<file path="config.mk">
export PLATFORM = sky130hd
export DESIGN_NAME = diameter_avp_stream_parser_unit
export DESIGN_NICKNAME = d
export VERILOG_FILES = /design/src/hw/rtl/dasp_pkg.sv /design/src/hw/rtl/diameter_avp_stream_parser_unit.sv /design/src/hw/rtl/dasp_front.sv /design/src/hw/rtl/dasp_queue.sv /design/src/hw/rtl/dasp_back.sv
export SDC_FILE = /design/constraint.sdc
export NUM_CORES = 2
export LEC_CHECK = 0
export ABC_AREA = 1
export BUFFER_PORTS_ARGS = -buffer_cell sky130_fd_sc_hd__buf_2
export CAP_MARGIN = 30
export CELL_PAD_IN_SITES_DETAIL_PLACEMENT = 1
export CELL_PAD_IN_SITES_GLOBAL_PLACEMENT = 2
export CORE_MARGIN = 4
export CORE_UTILIZATION = 25
export DETAILED_ROUTE_END_ITERATION = 7
export HOLD_SLACK_MARGIN = 0.1
export PLACE_DENSITY_LB_ADDON = 0.12
export SETUP_SLACK_MARGIN = 0.15
export SYNTH_ARGS = -nofsm -noshare
export SYNTH_HDL_FRONTEND = slang
export SYNTH_SLANG_ARGS = --single-unit
</file>
<file path="constraint.sdc">
create_clock -name clock -period 21.5 [get_ports clock]
set_input_delay 2.15 -clock clock [delete_from_list [all_inputs] [get_ports clock]]
set_output_delay 2.15 -clock clock [all_outputs]
set_load 0.005 [all_outputs]
</file>
<file path="src/hw/rtl/dasp_pkg.sv">
// ----------------------------------------------------------------------------
// dasp_pkg
// Types, codes and the grouped-code table shared by the AVP parser files.
// ----------------------------------------------------------------------------
package dasp_pkg;

   localparam int          MAX_DEPTH_DEFAULT      = 8;
   localparam logic [31:0] DEFAULT_VENDOR_RESET   = 32'd10415;
   localparam logic [23:0] HEADER_BYTES           = 24'd20;
   localparam int          QUEUE_DEPTH            = 4;

   typedef struct packed {
      logic [7:0] data_byte;
      logic       end_of_message;
   } req_type;

   typedef struct packed {
      logic [2:0]  kind;
      logic [31:0] code;
      logic [7:0]  flags;
      logic [31:0] vendor_or_app;
      logic [31:0] hop_by_hop;
      logic [31:0] end_to_end;
      logic [23:0] data_length;
      logic [23:0] data_offset;
      logic [3:0]  depth;
      logic [2:0]  error_code;
      logic        last;
   } rsp_type;

   // record kinds
   localparam logic [2:0] KIND_HEADER    = 3'd0;
   localparam logic [2:0] KIND_BASIC     = 3'd1;
   localparam logic [2:0] KIND_GROUPED   = 3'd2;
   localparam logic [2:0] KIND_GROUP_SET = 3'd3;
   localparam logic [2:0] KIND_OK        = 3'd4;
   localparam logic [2:0] KIND_ERROR     = 3'd5;

   // error codes
   localparam logic [2:0] ERR_NONE      = 3'd0;
   localparam logic [2:0] ERR_SHORT     = 3'd1;
   localparam logic [2:0] ERR_MISMATCH  = 3'd2;
   localparam logic [2:0] ERR_HDR_OVER  = 3'd3;
   localparam logic [2:0] ERR_PAD_OVER  = 3'd4;
   localparam logic [2:0] ERR_TOO_SMALL = 3'd5;
   localparam logic [2:0] ERR_TOO_DEEP  = 3'd6;

   // register indexes
   localparam logic REG_DEFAULT_VENDOR = 1'b0;

   typedef enum logic [2:0] {
      PH_HDR    = 3'd0,
      PH_CODE   = 3'd1,
      PH_LEN    = 3'd2,
      PH_VENDOR = 3'd3,
      PH_SKIP   = 3'd4
   } phase_type;

   // grouped code lookup, first match wins
   function automatic logic [2:0] avp_kind(input logic [31:0] code);
      logic [2:0] k;
      case (code)
         32'd440, 32'd431, 32'd446, 32'd443, 32'd456, 32'd1249: k = KIND_GROUP_SET;
         32'd437, 32'd873, 32'd876, 32'd823, 32'd833, 32'd413, 32'd458,
         32'd430, 32'd874, 32'd865, 32'd2000, 32'd2026, 32'd877, 32'd886,
         32'd1201, 32'd1213, 32'd2027: k = KIND_GROUPED;
         default: k = KIND_BASIC;
      endcase
      return k;
   endfunction

endpackage

</file>
<file path="src/hw/rtl/diameter_avp_stream_parser_unit.sv">
// ----------------------------------------------------------------------------
// diameter_avp_stream_parser_unit
// Streaming Diameter parser: one message byte per item, header and AVP
// records out.
//
//   channel  direction  payload    handshake
//   req      in         req_type   req_valid / req_stall
//   rsp      out        rsp_type   rsp_valid / rsp_stall
//   csr      in/out     32-bit     APB write/read, pready tied high
//
// One byte per cycle while req_stall is low; the classifier is combinational.
// A byte yields at most two records, drained one per cycle while rsp_stall
// is low, through a four-entry queue and the output register; req_stall
// rises when fewer than two queue slots are free. Reset is synchronous and
// clears control state; the group stack needs no clearing.
// ----------------------------------------------------------------------------
module diameter_avp_stream_parser_unit #(
   parameter int MAX_DEPTH = dasp_pkg::MAX_DEPTH_DEFAULT
) (
   input  logic              clock,
   input  logic              reset,
   input  logic              req_valid,
   output logic              req_stall,
   input  dasp_pkg::req_type req_data,
   output logic              rsp_valid,
   input  logic              rsp_stall,
   output dasp_pkg::rsp_type rsp_data,
   input  logic              csr_psel,
   input  logic              csr_penable,
   input  logic              csr_pwrite,
   input  logic [2:0]        csr_paddr,
   input  logic [31:0]       csr_pwdata,
   output logic [31:0]       csr_prdata,
   output logic              csr_pready
);
   import dasp_pkg::*;

   logic [31:0] vendor_ff;
   logic        take, nearly_full, q_nonempty, q_pop;
   logic [1:0]  rec_count;
   rsp_type     rec0, rec1, q_head;

   assign csr_pready = 1'b1;
   assign csr_prdata = (csr_paddr[2] == REG_DEFAULT_VENDOR) ? vendor_ff : 32'd0;

   always_ff @(posedge clock) begin
      if (reset) vendor_ff <= DEFAULT_VENDOR_RESET;
      else if (csr_psel && csr_penable && csr_pwrite &&
               csr_paddr[2] == REG_DEFAULT_VENDOR)
         vendor_ff <= csr_pwdata;
   end

   assign req_stall = nearly_full;
   assign take      = req_valid && !nearly_full;

   dasp_front #(.MAX_DEPTH(MAX_DEPTH)) u_front (
      .clock          (clock),
      .reset          (reset),
      .take           (take),
      .item           (req_data),
      .default_vendor (vendor_ff),
      .rec_count      (rec_count),
      .rec0           (rec0),
      .rec1           (rec1)
   );

   dasp_queue u_queue (
      .clock       (clock),
      .reset       (reset),
      .push_count  (rec_count),
      .push0       (rec0),
      .push1       (rec1),
      .pop         (q_pop),
      .nonempty    (q_nonempty),
      .nearly_full (nearly_full),
      .head        (q_head)
   );

   dasp_back u_back (
      .clock      (clock),
      .reset      (reset),
      .q_nonempty (q_nonempty),
      .q_head     (q_head),
      .q_pop      (q_pop),
      .rsp_valid  (rsp_valid),
      .rsp_stall  (rsp_stall),
      .rsp_data   (rsp_data)
   );

endmodule

</file>
<file path="src/hw/rtl/dasp_front.sv">
// ----------------------------------------------------------------------------
// dasp_front
// Byte classifier: header assembly, AVP walk, group stack; up to two
// records per byte.
// ----------------------------------------------------------------------------
module dasp_front #(
   parameter int MAX_DEPTH = dasp_pkg::MAX_DEPTH_DEFAULT
) (
   input  logic              clock,
   input  logic              reset,
   input  logic              take,
   input  dasp_pkg::req_type item,
   input  logic [31:0]       default_vendor,
   output logic [1:0]        rec_count,
   output dasp_pkg::rsp_type rec0,
   output dasp_pkg::rsp_type rec1
);
   import dasp_pkg::*;

   localparam int DW = $clog2(MAX_DEPTH + 1);
   localparam int IW = (MAX_DEPTH > 1) ? $clog2(MAX_DEPTH) : 1;

   phase_type   phase_ff, phase_in;
   logic [23:0] offset_ff, offset_in;
   logic [23:0] msglen_ff, msglen_in;
   logic [31:0] shift_ff, shift_in;
   logic [31:0] code_ff, code_in;
   logic [7:0]  flags_ff, flags_in;
   logic [31:0] vendor_ff, vendor_in;
   logic [31:0] hbh_ff, hbh_in;
   logic [23:0] avplen_ff, avplen_in;
   logic [23:0] pend_ff, pend_in;
   logic [23:0] stack_ff [MAX_DEPTH];
   logic [23:0] stack_in [MAX_DEPTH];
   logic [DW-1:0] depth_ff, depth_in;
   logic        errl_ff, errl_in;

   always_comb begin
      logic [7:0]  b;
      logic        eom;
      logic [23:0] off, o, len, dlen, next, pend_use;
      logic [31:0] sh;
      logic [25:0] pend;
      logic [DW-1:0] pd;
      logic [23:0] scope_pop, scope_cur;
      logic [2:0]  err, kd;
      logic        fin, vend, ok;
      logic [31:0] fin_vendor;
      rsp_type     avp_rec, end_rec;
      logic        avp_emit, end_emit;

      b = item.data_byte;
      eom = item.end_of_message;
      off = offset_ff;
      o = off + 24'd1;
      sh = {shift_ff[23:0], b};
      err = ERR_NONE;
      fin = 1'b0;
      fin_vendor = vendor_ff;
      len = sh[23:0];
      pend = 26'(off - 24'd7) + ((26'(len) + 26'd3) & ~26'd3);
      vend = flags_ff[7];
      pend_use = pend_ff;
      dlen = '0;
      next = o;
      kd = avp_kind(code_ff);
      avp_emit = 1'b0;
      end_emit = 1'b0;
      avp_rec = '0;
      end_rec = '0;
      ok = 1'b0;

      phase_in = phase_ff;
      offset_in = offset_ff;
      msglen_in = msglen_ff;
      shift_in = shift_ff;
      code_in = code_ff;
      flags_in = flags_ff;
      vendor_in = vendor_ff;
      hbh_in = hbh_ff;
      avplen_in = avplen_ff;
      pend_in = pend_ff;
      depth_in = depth_ff;
      errl_in = errl_ff;
      for (int i = 0; i < MAX_DEPTH; i++) stack_in[i] = stack_ff[i];

      // pop every group that closes at this offset
      pd = '0;
      for (int i = 0; i < MAX_DEPTH; i++) begin
         if (DW'(i) < depth_ff && stack_ff[i] != off) pd = DW'(i + 1);
      end
      scope_pop = (pd != '0) ? stack_ff[IW'(pd - 1'b1)] : msglen_ff;
      scope_cur = (depth_ff != '0) ? stack_ff[IW'(depth_ff - 1'b1)] : msglen_ff;

      if (take && errl_ff) begin
         if (eom) begin
            phase_in = PH_HDR; offset_in = '0; shift_in = '0;
            depth_in = '0; errl_in = 1'b0;
         end
      end else if (take) begin
         case (phase_ff)
            PH_HDR: begin
               shift_in = sh;
               if (off == 24'd3) msglen_in = sh[23:0];
               else if (off == 24'd4) flags_in = b;
               else if (off == 24'd7) code_in = {8'd0, sh[23:0]};
               else if (off == 24'd11) vendor_in = sh;
               else if (off == 24'd15) hbh_in = sh;
               else if (off == 24'd19) begin
                  if (msglen_ff < HEADER_BYTES || (eom && msglen_ff != HEADER_BYTES))
                     err = ERR_MISMATCH;
                  else begin
                     avp_emit = 1'b1;
                     avp_rec.kind = KIND_HEADER;
                     avp_rec.code = code_ff;
                     avp_rec.flags = flags_ff;
                     avp_rec.vendor_or_app = vendor_ff;
                     avp_rec.hop_by_hop = hbh_ff;
                     avp_rec.end_to_end = sh;
                  end
                  phase_in = PH_CODE;
               end
            end
            PH_CODE: begin
               if (off[1:0] == 2'd0) begin
                  depth_in = pd;
                  if (pd == '0 && off >= msglen_ff) err = ERR_MISMATCH;
                  else if (25'(off) + 25'd8 > 25'(scope_pop)) err = ERR_HDR_OVER;
               end
               if (err == ERR_NONE) begin
                  shift_in = sh;
                  if (off[1:0] == 2'd3) begin
                     code_in = sh;
                     phase_in = PH_LEN;
                  end
               end
            end
            PH_LEN: begin
               shift_in = sh;
               if (off[1:0] == 2'd0) flags_in = b;
               if (off[1:0] == 2'd3) begin
                  avplen_in = len;
                  if (pend > 26'(scope_cur)) err = ERR_PAD_OVER;
                  else if (len < (vend ? 24'd12 : 24'd8)) err = ERR_TOO_SMALL;
                  else begin
                     pend_in = pend[23:0];
                     pend_use = pend[23:0];
                     if (vend) phase_in = PH_VENDOR;
                     else begin
                        vendor_in = default_vendor;
                        fin_vendor = default_vendor;
                        fin = 1'b1;
                     end
                  end
               end
               dlen = len - 24'd8;
            end
            PH_VENDOR: begin
               shift_in = sh;
               if (off[1:0] == 2'd3) begin
                  vendor_in = sh;
                  fin_vendor = sh;
                  fin = 1'b1;
               end
               dlen = avplen_ff - 24'd12;
            end
            PH_SKIP: begin
               if (25'(off) + 25'd1 >= 25'(pend_ff)) phase_in = PH_CODE;
            end
            default: phase_in = PH_HDR;
         endcase

         if (fin) begin
            avp_rec.code = code_ff;
            avp_rec.flags = flags_ff;
            avp_rec.vendor_or_app = fin_vendor;
            avp_rec.data_length = dlen;
            avp_rec.data_offset = next;
            avp_rec.depth = 4'(depth_ff);
            avp_rec.kind = kd;
            if (kd == KIND_BASIC) begin
               avp_emit = 1'b1;
               phase_in = (pend_use == next) ? PH_CODE : PH_SKIP;
            end else if (depth_ff >= DW'(MAX_DEPTH)) begin
               err = ERR_TOO_DEEP;
            end else begin
               avp_emit = 1'b1;
               stack_in[IW'(depth_ff)] = next + dlen;
               depth_in = depth_ff + 1'b1;
               phase_in = PH_CODE;
            end
         end
         offset_in = o;

         end_rec.kind = KIND_ERROR;
         end_rec.data_offset = off;
         if (err != ERR_NONE) begin
            end_emit = 1'b1;
            end_rec.error_code = err;
            if (eom) begin
               phase_in = PH_HDR; offset_in = '0; shift_in = '0;
               depth_in = '0; errl_in = 1'b0;
            end else errl_in = 1'b1;
         end else if (eom) begin
            end_emit = 1'b1;
            if (phase_in == PH_HDR) end_rec.error_code = ERR_SHORT;
            else begin
               if (phase_in == PH_CODE && o[1:0] == 2'd0 && o == msglen_in) begin
                  ok = 1'b1;
                  for (int i = 0; i < MAX_DEPTH; i++) begin
                     if (DW'(i) < depth_in && stack_in[i] != o) ok = 1'b0;
                  end
               end
               if (ok) begin
                  end_rec = '0;
                  end_rec.kind = KIND_OK;
               end else end_rec.error_code = ERR_MISMATCH;
            end
            phase_in = PH_HDR; offset_in = '0; shift_in = '0;
            depth_in = '0; errl_in = 1'b0;
         end
      end

      // pack records, mark the final one of this byte
      rec0 = avp_emit ? avp_rec : end_rec;
      rec1 = end_rec;
      rec_count = 2'(avp_emit) + 2'(end_emit);
      rec0.last = (rec_count == 2'd1);
      rec1.last = 1'b1;
   end

   always_ff @(posedge clock) begin
      if (reset) begin
         phase_ff  <= PH_HDR;
         offset_ff <= '0;
         msglen_ff <= '0;
         shift_ff  <= '0;
         code_ff   <= '0;
         flags_ff  <= '0;
         vendor_ff <= '0;
         hbh_ff    <= '0;
         avplen_ff <= '0;
         pend_ff   <= '0;
         depth_ff  <= '0;
         errl_ff   <= 1'b0;
      end else begin
         phase_ff  <= phase_in;
         offset_ff <= offset_in;
         msglen_ff <= msglen_in;
         shift_ff  <= shift_in;
         code_ff   <= code_in;
         flags_ff  <= flags_in;
         vendor_ff <= vendor_in;
         hbh_ff    <= hbh_in;
         avplen_ff <= avplen_in;
         pend_ff   <= pend_in;
         depth_ff  <= depth_in;
         errl_ff   <= errl_in;
      end
   end

   always_ff @(posedge clock) begin
      for (int i = 0; i < MAX_DEPTH; i++) stack_ff[i] <= stack_in[i];
   end

   a_depth_bound: assert property (@(posedge clock) disable iff (reset)
      depth_ff <= DW'(MAX_DEPTH))
      else $error("group depth over limit");
   a_swallow: assert property (@(posedge clock) disable iff (reset)
      (take && errl_ff) |-> rec_count == 2'd0)
      else $error("record while swallowing");
   a_restart: assert property (@(posedge clock) disable iff (reset)
      (take && item.end_of_message) |=> (phase_ff == PH_HDR && offset_ff == '0))
      else $error("no restart after end of message");

endmodule

</file>
<file path="src/hw/rtl/dasp_queue.sv">
// ----------------------------------------------------------------------------
// dasp_queue
// Short record queue: two writes, one read per cycle.
// ----------------------------------------------------------------------------
module dasp_queue (
   input  logic              clock,
   input  logic              reset,
   input  logic [1:0]        push_count,
   input  dasp_pkg::rsp_type push0,
   input  dasp_pkg::rsp_type push1,
   input  logic              pop,
   output logic              nonempty,
   output logic              nearly_full,
   output dasp_pkg::rsp_type head
);
   import dasp_pkg::*;

   localparam int AW = $clog2(QUEUE_DEPTH);

   rsp_type       mem_ff [QUEUE_DEPTH];
   logic [AW-1:0] wptr_ff, wptr_in, rptr_ff, rptr_in;
   logic [AW:0]   count_ff, count_in;

   assign nonempty    = (count_ff != '0);
   assign nearly_full = (count_ff > (AW+1)'(QUEUE_DEPTH - 2));
   assign head        = mem_ff[rptr_ff];

   always_comb begin
      wptr_in  = wptr_ff + AW'(push_count);
      rptr_in  = rptr_ff + AW'(pop);
      count_in = count_ff + (AW+1)'(push_count) - (AW+1)'(pop);
   end

   always_ff @(posedge clock) begin
      if (reset) begin
         wptr_ff  <= '0;
         rptr_ff  <= '0;
         count_ff <= '0;
      end else begin
         wptr_ff  <= wptr_in;
         rptr_ff  <= rptr_in;
         count_ff <= count_in;
      end
   end

   always_ff @(posedge clock) begin
      if (push_count != 2'd0) mem_ff[wptr_ff] <= push0;
      if (push_count == 2'd2) mem_ff[wptr_ff + 1'b1] <= push1;
   end

   a_no_overflow: assert property (@(posedge clock) disable iff (reset)
      count_ff <= (AW+1)'(QUEUE_DEPTH))
      else $error("record queue overflow");
   a_no_underflow: assert property (@(posedge clock) disable iff (reset)
      pop |-> nonempty)
      else $error("pop from empty queue");

endmodule

</file>
<file path="src/hw/rtl/dasp_back.sv">
// ----------------------------------------------------------------------------
// dasp_back
// Output register: drains the record queue onto the result channel.
// ----------------------------------------------------------------------------
module dasp_back (
   input  logic              clock,
   input  logic              reset,
   input  logic              q_nonempty,
   input  dasp_pkg::rsp_type q_head,
   output logic              q_pop,
   output logic              rsp_valid,
   input  logic              rsp_stall,
   output dasp_pkg::rsp_type rsp_data
);
   import dasp_pkg::*;

   logic    valid_ff, valid_in;
   rsp_type data_ff;

   assign q_pop     = q_nonempty && (!valid_ff || !rsp_stall);
   assign valid_in  = q_pop || (valid_ff && rsp_stall);
   assign rsp_valid = valid_ff;
   assign rsp_data  = data_ff;

   always_ff @(posedge clock) begin
      if (reset) valid_ff <= 1'b0;
      else valid_ff <= valid_in;
   end

   always_ff @(posedge clock) begin
      if (q_pop) data_ff <= q_head;
   end

   a_hold: assert property (@(posedge clock) disable iff (reset)
      (valid_ff && rsp_stall) |=> (valid_ff && $stable(data_ff)))
      else $error("stalled record changed");

endmodule
</file>
* Word level (Yosys, flattened, before mapping)
Memories as Yosys holds them, arrays and structs flattened. A register that Yosys moved wholly into a read port is not among the register bits. Cells that the tools add are included.
Word-level totals: word-level logic and storage cells 394, memories 2, register bits 272, bits of input ports 51, memory bits (writable) 972, output and inout bits 230
Memory list:
- u_queue.mem_ff | depth 4, width 195, rd ports 1, clocked after Yosys merged registers in 1, wr ports 2, line dasp_queue.sv:20 | rsp_type mem_ff [QUEUE_DEPTH];
- u_front.stack_ff | depth 8, width 24, rd ports 10, clocked after Yosys merged registers in 0, wr ports 8, line dasp_front.sv:33 | logic [23:0] stack_ff [MAX_DEPTH];
Operators by class: eq/ne operators 69, bitwise logic cells 7, reduce and logical (&&, ||, !) cells 60, $lt $le $gt $ge 26, add/sub/neg operators 18, multiplexer cells 195
Operator list (count):
- two-way mux 192 bit | 7
- two-way mux 139 bit | 7
- two-way mux 195 bit | 4
- two-way mux 191 bit | 4
- two-way mux 24 bit | 24
- two-way mux 32 bit | 15
- != test 24 bit | 16
- == test 32 x 9 -> 1 bit, second input constant | 9
- == test 32 x 10 -> 1 bit, second input constant | 8
- bitwise mux 192 bit | 1
- == test 32 x 11 -> 1 bit, second input constant | 6
- two-way mux 189 bit | 1
- two-way mux 3 bit | 49
- two-way mux 136 bit | 1
- one-hot mux 32 bit (2 select lines) | 2
- one-hot mux 24 bit (2 select lines) | 2
- one-hot mux 32 bit (3 select lines) | 1
- two-way mux 75 bit | 1
- demux 24 bit (select 3 bit) | 1
- two-way mux 52 bit | 1
- two-way mux 1 bit | 49
- == test 24 bit | 2
- == test 24 x 3 -> 1 bit, second input constant | 2
- == test 24 x 4 -> 1 bit, second input constant | 2
- other kinds (66) | 160

* Depth between registers and ports, before layout
An unclocked memory read counts as a cell.
depth in word-level cells 45, depth in mapped cells 56, mapped depth without buffers 53

* Cells and area by module
Synthesis repeated with hierarchy kept, for this count alone.
Second synthesis, totals: cell total of the unflattened synthesis 13048, area total of the unflattened synthesis 95325.2 sq um
By module, submodules not included:
- dasp_front | sequential area each 10410.0 sq um, instances 1, cells each 8312, area each 48610.4 sq um
- dasp_queue | sequential area each 23562.6 sq um, instances 1, cells each 4269, area each 39182.6 sq um
- dasp_back | sequential area each 5875.6 sq um, instances 1, cells each 200, area each 5896.9 sq um
- diameter_avp_stream_parser_unit | sequential area each 640.6 sq um, instances 1, cells each 267, area each 1635.3 sq um

* Worst setup path before layout
Ideal clock, no wire load.
path kind input-to-reg, start point input port rsp_stall, end point register u_queue.count_ff[2], data arrival time 19.067 ns, slack 2.305 ns, path buffers 0, setup time 0.128 ns, data required time 21.372 ns, stages on the path 10, cells stage by stage nand2_1 > a21boi_0 > ha_1 > inv_1 > ha_1 > inv_1 > fa_1 > xor2_1 > inv_1 > nor2_1
On the way: longest elaborated chain between the ends 4
RTL lines:
- from (decl) | line diameter_avp_stream_parser_unit.sv:26 | input logic rsp_stall,
- logical NOT 1 bit | line dasp_back.sv:20 | assign q_pop = q_nonempty && (!valid_ff || !rsp_stall);
- logical OR 1 bit | line dasp_back.sv:20
- logical AND 1 bit | line dasp_back.sv:20
- named net q_pop | line diameter_avp_stream_parser_unit.sv:39 | logic take, nearly_full, q_nonempty, q_pop;
- subtractor 3 x 1 -> 3 bit | line dasp_queue.sv:31 | count_in = count_ff + (AW+1)'(push_count) - (AW+1)'(pop);
- to (signal assigned) | line dasp_queue.sv:42 | count_ff <= count_in;
- to (decl) | line dasp_queue.sv:22 | logic [AW:0] count_ff, count_in;
The timed path passes the listed nets, and every way through them passes these cells. A chain may end at the register's enable or synchronous reset.

==> results.json <==
{
  "status": "completed",
  "holdPathStages": 2,
  "vias": 88000,
  "synth_edf_count": 503,
  "tritoncts": "yes",
  "finalSetupViolations": 0,
  "cts_num_sinks": 1439,
  "die_y_um": 587,
  "crit_fanout": 70,
  "synth_area_um2": 83700,
  "layout_commonest_cell": "nand2_1",
  "final_cell_mix": "nand2_1, o21ai_0, dfxtp_1, nor2_1, inv_1",
  "clock_latency_ps": 920,
  "rsz0062_at_grt": "false",
  "cts.htree.levels": 4,
  "power_density_nw_per_um2": 92.0,
  "synthArstFlopShare_pct": 0,
  "cp-end-kind": "register",
  "r2r_cells": 38,
  "die-area_um2": 344000,
  "postRouteAntennaNets": 0,
  "io_pins": 281,
  "yosys_warnings": 0,
  "rr_startpoint": "u_front.offset_ff[18]",
  "synthCells": 12100,
  "clockBufferDepth": 4,
  "grt_start_max_net_pins": 212,
  "final_util_pct": 29.0,
  "synthFlopType": "dfxtp_1",
  "setup_tns_ps": 0,
  "yosysTopAreaCell": "dfxtp_1",
  "synth_area_per_cell_um2": 6.91,
  "die_w_um": 587,
  "crit_slowest_cell": "buf_4",
  "grt_pass1_wl_um": 677000,
  "place.gp.congestion": 0.916,
  "fin_crit_ps": 13310,
  "path_clk_slew_ps": 60,
  "drv_cap": 0,
  "root_buffer": "clkbuf_16",
  "fin_skew_ps": 96.9,
  "start_kind": "register",
  "critical_path_class": "register to register",
  "antenna_found_initial": 47,
  "maxSlewViolCount": 0,
  "worst_slew_pin_slew_ps": 1190,
  "postCtsSetupBuffers": 0,
  "post-route-period-util_pct": 61.9,
  "ys_ff_latch": 1439,
  "cp-startpoint": "u_front.offset_ff[18]",
  "numPortBuffers": 277,
  "cts.hold.buffers_added": 0,
  "syn_to_final_growth_pct": 15.4,
  "worstHoldStart": "u_queue.mem_ff[2][167]",
  "grt_use_total_pct": 26.8,
  "grt_pass1_vias": 88700,
  "wire_per_inst_um": 29.0,
  "nets": 12300,
  "synth.distinct_cells": 63,
  "via_per_inst": 5.30,
  "crit_required_ps": 22260,
  "netlist_top_cells_area": "dfxtp_1, edfxtp_1, nand2_1",
  "cts-resized-gates": 0,
  "critPathMaxStageDelay_ps": 850,
  "vdd_drop_max_v": 0.0000766,
  "start_util_pct": 25.1,
  "core_region_area_um2": 333000,
  "min_path_type": "register to register",
  "hold_viol_final": 0,
  "drt_pass1_iterations": 6,
  "remaining_drc_errors": 0,
  "syn_nets": 12300,
  "p_leak_nw": 38.6,
  "cp.arrival_ps": 14070,
  "slew_headroom_pct": 19.2,
  "yosysTopAreaCellShare_pct": 22.4,
  "hpwl_um": 330000,
  "grt_overflow": 0,
  "dr.first_iter.drc_count": 6249,
  "row_count": 212,
  "drive_gt1_share_pct": 8.08,
  "fmax_ghz": 0.0751,
  "cts_made_buffers": 191,
  "wl_um": 481000,
  "ys_seq_area_share_pct": 40.4
}
layer usage:
layer  vias to the layer above  global-route usage (%)  part of all wire (%)
met4                        10                    13.2                   5.7
met1                     44300                    34.4                    43
met5                         -                       0                 0.015
met3                       717                    3.18                   4.6
met2                      2410                    44.4                    46
li1                      40500                       -                     -
critical path, delay by kind of cell (launching register included):
| kind | cells | cell delay, ps |
|---|---|---|
| buffers and inverters | 11 | 5410 |
| and+or+nand+nor | 17 | 4310 |
| AOI/OAI and AO/OA | 6 | 1670 |
| adders and majority gates | 3 | 1000 |
| DFF | 1 | 310 |
| xor gates and xnor gates | 1 | 160 |
flip-flops by register name, indices dropped and copies added, names as in the netlist, 32 cells and up:
signal	flops
u_front.code_ff	32
u_front.hbh_ff	32
u_queue.mem_ff	780
vendor_ff	32
u_back.rsp_data	195
u_front.vendor_ff	32
u_front.stack_ff	192
cell usage after synthesis (111+ instances only):
library cell and number:
xnor2_1 111, o22ai_1 225, nand2_1 3330, inv_1 922, clkbuf_1 662, ha_1 160, dfxtp_1 936, a21oi_1 578
nor2_1 926, o21ai_0 2088, nand4_1 204, edfxtp_1 503, nand3_1 630, xor2_1 139
cell type report:
| type | count | area [um^2] |
|---|---|---|
| tap | 4387 | 5490 |
| fill | 40800 | 237000 |
| timing repair buffer | 582 | 3960 |
| antenna | 17 | 42.5 |
| multi-input combinational | 8877 | 43300 |
| inverter | 958 | 3650 |
| sequential | 1439 | 33900 |
| clock inverter | 77 | 866 |
| clock buffer | 273 | 5460 |
report_power, final:
part | internal, mW | switching (mW) | leakage, nW
clock | 1.96 | 1.37 | 3.11
combinational | 0.598 | 1.62 | 23.5
sequential | 3.19 | 0.155 | 12.0
total | 5.74 | 3.14 | 38.6
logic make-up (layout without fill, tap and decap cells):
group,count (synthesis),in the layout,share of synthesized area (%)
AO/OA/AOI/OAI,3218,3218,20.7
XOR/XNOR,250,250,2.62
adder cells (fa/ha/maj),163,163,2.46
buffers and inverters,1798,1890,8.27
flip-flops,1439,1439,40.4
other,1,18,0.00448
AND/OR/NAND/NOR,5245,5245,25.5
final timing paths:
kind / endpoint / slack [ps]
hold / removal: u_queue.mem_ff[2][167] / 450
setup reg to reg: u_queue.mem_ff[1][39] / 8190
setup / recovery: u_queue.mem_ff[1][39] / 8190
hold reg to reg: u_queue.mem_ff[2][167] / 450
through the flow:
step | total power [mW] | instance area, um^2 | instances | hold WS (ps) | setup WS, ps
floorplan | 4.63 | 83700 | 12100 | 423 | 2310
global route | 9.31 | 96600 | 16600 | 470 | 7660
finish | 8.89 | 96600 | 16600 | 451 | 8190
global placement | 5.60 | 89900 | 16200 | 432 | 7730
detailed placement | 5.64 | 90200 | 16200 | 439 | 7640
CTS | 9.01 | 96500 | 16600 | 454 | 8400
No activity file was read; power rests on OpenSTA's default activity.
